`config.mk`:
```
export PLATFORM = sky130hd
export DESIGN_NAME = pcs_queue
export DESIGN_NICKNAME = d
export VERILOG_FILES = /design/src/rtl/assert_macros.svh /design/src/rtl/pcs_pkg.sv /design/src/rtl/pcs_queue.sv
export SDC_FILE = /design/constraint.sdc
export NUM_CORES = 1
export LEC_CHECK = 0
export ABC_CLOCK_PERIOD_IN_PS = 3100
export BUFFER_PORTS_ARGS = -buffer_cell sky130_fd_sc_hd__clkbuf_2
export CORE_MARGIN = 1
export CORE_UTILIZATION = 50
export CTS_BUF_LIST = sky130_fd_sc_hd__clkbuf_4 sky130_fd_sc_hd__clkbuf_8 sky130_fd_sc_hd__clkbuf_16
export DETAILED_ROUTE_END_ITERATION = 10
export GPL_TIMING_DRIVEN = 0
export PLACE_DENSITY = 0.8
export SYNTH_ARGS = -nofsm -noshare
export SYNTH_HDL_FRONTEND = slang
export SYNTH_SLANG_ARGS = --single-unit
```
`constraint.sdc`:
```
create_clock -name clk -period 3.1 [get_ports clk]
set_input_delay 0.465 -clock clk [delete_from_list [all_inputs] [get_ports clk]]
set_output_delay 0.465 -clock clk [all_outputs]
set_load 0.02 [all_outputs]
```
`src/rtl/assert_macros.svh`:
```
// Assertion macros for the contrast stretch core.
// Concurrent forms in simulation, empty bodies for synthesis.
`ifndef ASSERT_MACROS_SVH
`define ASSERT_MACROS_SVH
`ifndef SYNTHESIS
`define PCS_ASSERT(label, clk, rst_n, prop, msg) \
  label: assert property (@(posedge clk) disable iff (!rst_n) prop) else $error(msg);
`define PCS_ASSERT_NORST(label, clk, prop, msg) \
  label: assert property (@(posedge clk) prop) else $error(msg);
`else
`define PCS_ASSERT(label, clk, rst_n, prop, msg)
`define PCS_ASSERT_NORST(label, clk, prop, msg)
`endif
`endif

```
`src/rtl/pcs_pkg.sv`:
```
// Shared types and constants for the contrast stretch core.
// No dependencies.
`timescale 1ns / 1ps
package pcs_pkg;
  localparam int CntW = 23;
  localparam logic [CntW-1:0] CountMax = {CntW{1'b1}};
  localparam logic [7:0] FullScale = 8'd255;
  localparam logic OpGather = 1'b0;
  localparam logic OpApply  = 1'b1;
  localparam logic CfgLowIdx  = 1'b0;
  localparam logic CfgHighIdx = 1'b1;
  // floor(x / 100) == (x * Recip100) >> RecipSh for every x below 2^30
  localparam logic [30:0] Recip100 = 31'd1374389535;
  localparam int RecipSh = 37;

  typedef struct packed {
    logic       op;
    logic [7:0] red;
    logic [7:0] green;
    logic [7:0] blue;
    logic [7:0] inten;
    logic       last;
  } pcs_item_t;

  function automatic logic [6:0] clamp_pct(input logic [6:0] p);
    return (p > 7'd100) ? 7'd100 : p;
  endfunction
endpackage

```
`src/rtl/pcs_queue.sv`:
```
// Two-entry item queue between front and back of the contrast stretch core.
// Depends on pcs_pkg.
`timescale 1ns / 1ps
module pcs_queue import pcs_pkg::*; (
  input  logic      clk,
  input  logic      rst_n,
  input  logic      wr_en,
  input  pcs_item_t wr_item,
  output logic      full,
  input  logic      rd_en,
  output pcs_item_t rd_item,
  output logic      not_empty
);
  pcs_item_t slot_r [2];
  logic wp_r, rp_r;
  logic [1:0] cnt_r;

  always_ff @(posedge clk) begin
    if (!rst_n) begin
      wp_r <= 1'b0;
      rp_r <= 1'b0;
      cnt_r <= 2'd0;
    end else begin
      if (wr_en) wp_r <= ~wp_r;
      if (rd_en) rp_r <= ~rp_r;
      cnt_r <= cnt_r + {1'b0, wr_en} - {1'b0, rd_en};
    end
  end

  always_ff @(posedge clk) begin
    if (wr_en) slot_r[wp_r] <= wr_item;
  end

  assign rd_item   = slot_r[rp_r];
  assign full      = cnt_r[1];
  assign not_empty = (cnt_r != 2'd0);
endmodule

```
-- Word-level counts from Yosys, hierarchy flattened
Memories as Yosys holds them, arrays and structs flattened. A register that Yosys moved wholly into a read port is not among the register bits.
Index checks and enable logic that the tools add are counted.
- bits in registers: 4
- RAM bits: 68
- input bits: 38
- output and inout port bits: 36
- logic and storage cells: 13
- memories: 1
- $add $sub $neg: 2
- multiplexer cells: 4
- bitwise operators: 2
- reductions and logical operators: 1
- memories (memory ; words ; width ; read ports ; clocked after Yosys merged registers in ; wr ports ; RTL line ; source):
    slot_r ; 2 ; 34 ; 1 ; 1 ; 1 ; pcs_queue.sv:14 ; pcs_item_t slot_r [2];
- operators with widths (cell ; count):
    2-to-1 mux 1 bit ; 4
    adder 2 x 1 -> 2 bit ; 1
    inverter 1 bit ; 2
    nonzero test 2 bit ; 1
    subtractor 2 x 1 -> 2 bit ; 1

-- Depth between registers and ports, before layout
- depth in word-level cells: 3
- gate-level depth with buffers: 6
- mapped depth without buffers: 6

-- Worst setup path before layout
OpenSTA, ideal clock, no wires.
- path type: input-to-reg
- start point: input port wr_en
- end point: memory slot_r[0][0] in the netlist's numbering (enable)
- library setup time: 430 ps
- arrival: 2029 ps
- required time: 2670 ps
- slack: 641 ps
- cell stages on the path: 1
- buffers on the path: 0
- cell sequence: nor2b_1
- cells in the longest elaborated chain, start to end: 2
- ends and longest elaborated chain (item ; RTL line ; source):
    from (decl) ; pcs_queue.sv:7 ; input logic wr_en,
    2-to-1 mux 1 bit ; pcs_queue.sv:31 ; if (wr_en) slot_r[wp_r] <= wr_item;
    2-to-1 mux 1 bit (not written as such) ; pcs_queue.sv:31 ;
    to (decl) ; pcs_queue.sv:14 ;
No other way between the ends.

==> summary.md <==
| Metric | Value |
|---|---|
| Worst skew pair latency | 330 ps |
| Status | complete, no violations |
| DR WL/cell | between 15 and 20 um |
| CORE AREA | roughly 5500 um2 |
| Max Fclk | 0.526 GHz |
| CTS root buffer | clkbuf_8 |
| First-pass GRT wire length | 7180 um |
| Type of origin of the critical path | flip-flop |
| Cells after Synth | ~130 |
| Req. time, crit path | ~2600 ps |
| DRC viols | 0 |
| Largest net degree at the start of global routing | 35 |
| GRT Util Overall | 16.7% |
| Vias in the first global route | 1509 |
| CP Class | reg2out |
| Post-synthesis cell area | 2830 um2 |
| Critical Path AT | 1440 ps |
| Sequential area share after synthesis | approximately three quarters |
| Total Power | roughly 2.2 mW |
| Dpl cell area | 3320 um2 |
| Final nets | 251 |
| Vias per cell | 4.83 |
| Slew @ Worst Pin | 850 ps |
| Pre-Repair DR Iteration Count | 6 |
| Final worst-path cycle share | 61.4% |
| CTS H-tree lvls | 3 |
| Leak Pwr | 1.44 nW |
| CP Max Fanout | 10 |
| FF+latch count, synth | 73 |
| Final Util | 64.1% |
| Final slew viol count | 0 |
| Post-placement cell count | approximately 270 |
| Ports | 74 |
| Die W | 77.2 um |
| Ant. Diodes | 0 |
| GPL Wtd Cong | 0.690 |
| Final instance area | 3510 um2 |
| Drt initial violations | 89 |
| Pre-CTS setup slack | 1380 ps |
| Setup violations, final | 0 |
| Starting Density | 51.7% |
| Post-DRT Antenna Nets | 0 |
| Post-CTS Resized | 0 |
| Finished Layout Cells | 288 |
| Syn avg cell area | ~22 um2 |
| Final min period | 1900 ps |
| Fin Clk Skew | 3.95 ps |
| Commonest cells after routing, fill and taps aside | clkbuf_2 (73), edfxtp_1 (68), mux2_4 (30) |
| CTS buffer count | 9 |
| Via count | 1392 |
| Hold/Removal Path Class | in2reg |
| Pwr Density | 618 nW/um2 |
| Die area | 5970 um2 |
| Die Y | 77.2 um |
| Hpwl dp | 3010 um |
| Share of cells above drive strength 1 | 60.6% |
| Warnings from Yosys | 0 |
| CTS sink cnt | 73 |
| TritonCTS clock tree | yes |
| Antenna violations before repair | 0 |
| Max-cap violations | 0 |
| Hold_buf cts | 0 |
| Critical path endpoint category | primary output |
| Global route overflow | 0 |
| RSZ-0062 raised after global routing | no |
| Hold Vio Cnt, Final | 0 |
| Syn_nets | 166 |
| Max Buffers Root-to-Sink | 2 |
| Worst VDD drop | 0.318 mV |
| Max_slew headroom | a little over two fifths |
| Area delta synth->final | 24.0% |
| Netlist cell types | 14 |
| Most common cell after layout, fill and taps aside | clkbuf_2 |
| Input/output buffers | 73 |
| Worst setup margin | 1200 ps |
| Clock slew at reported path FFs | 70 ps |
| Post-CTS setup buffers | 0 |
| WL final | 4480 um |
| FP Rows | 27 |
## flip-flops by register name, indices dropped and copies added, names as in the netlist, named ones only
signal,cells
slot_r,68
cnt_r,2
rp_r,1
wp_r,1
## critical path, stage by stage, from the launching register on
cell      delay, ps
dfxtp_1         320
buf_6           160
buf_12          160
mux2_4          310
clkbuf_2        160
## through the flow
stage,setup TNS [ps],hold WS (ps)
final,0,322
after global routing,0,306
after CTS,0,308
after detailed placement,0,576
after global placement,-12340,566
after floorplan,0,555
## worst paths after layout
check	from	to	slack [ps]	cells past startpoint
setup reg to reg	wp_r$_SDFFE_PN0P_	slot_r[1][1]$_DFFE_PP_	1590	1
setup / recovery	flip-flop	rd_item[10]	1200	4
hold / removal	wr_item[12]	slot_r[1][12]$_DFFE_PP_	320	1
hold reg to reg	rp_r$_SDFFE_PN0P_	rp_r$_SDFFE_PN0P_	590	2
## power by group
group	leakage [nW]	internal [mW]	switching (mW)
Clock	0.101	0.370	0.307
Combinational	0.659	0.165	0.170
Sequential	0.680	1.14	0.0181
## cell usage after synthesis
library cell | number | share of area (%)
buf_6 | 1 | 0.40
o21a_1 | 1 | 0.27
xnor3_1 | 1 | 0.80
inv_1 | 2 | 0.27
ha_1 | 2 | 0.88
nor2b_1 | 3 | 0.66
and2_1 | 4 | 0.88
edfxtp_1 | 68 | 72
buf_12 | 3 | 2.1
or2_2 | 1 | 0.22
mux2_2 | 4 | 1.6
dfxtp_1 | 5 | 3.5
mux2_4 | 30 | 16
xor2_1 | 1 | 0.31
## logic make-up (layout without fill, tap and decap cells)
logic type	Yosys count	in the layout	share of synthesized area (%)
xor gates and xnor gates	2	2	1.11
and+or+nand+nor	8	8	1.77
adders and majority gates	2	2	0.884
DFF	73	73	75.7
muxes	34	34	17.5
AOI/OAI and AO/OA	1	1	0.265
buffers and inverters	6	96	2.79
## layer usage
metal	up-vias	global-route usage, %	wire length, um
met5	-	0	0
met4	0	10.8	106
met3	10	3.93	195
met2	51	28.1	2290
met1	672	19.1	1890
li1	659	-	-
## layout make-up
class	count	area [um2]
flip-flops and latches	73	2140
fillers	428	1960
multi-input cells	47	618
repair buffers	74	393
clock buffers	15	181
well taps	72	90.1
plain buffers	4	71.3
inverters	2	7.51
clock inverters	1	5.00
No activity file was read; power rests on OpenSTA's default activity.
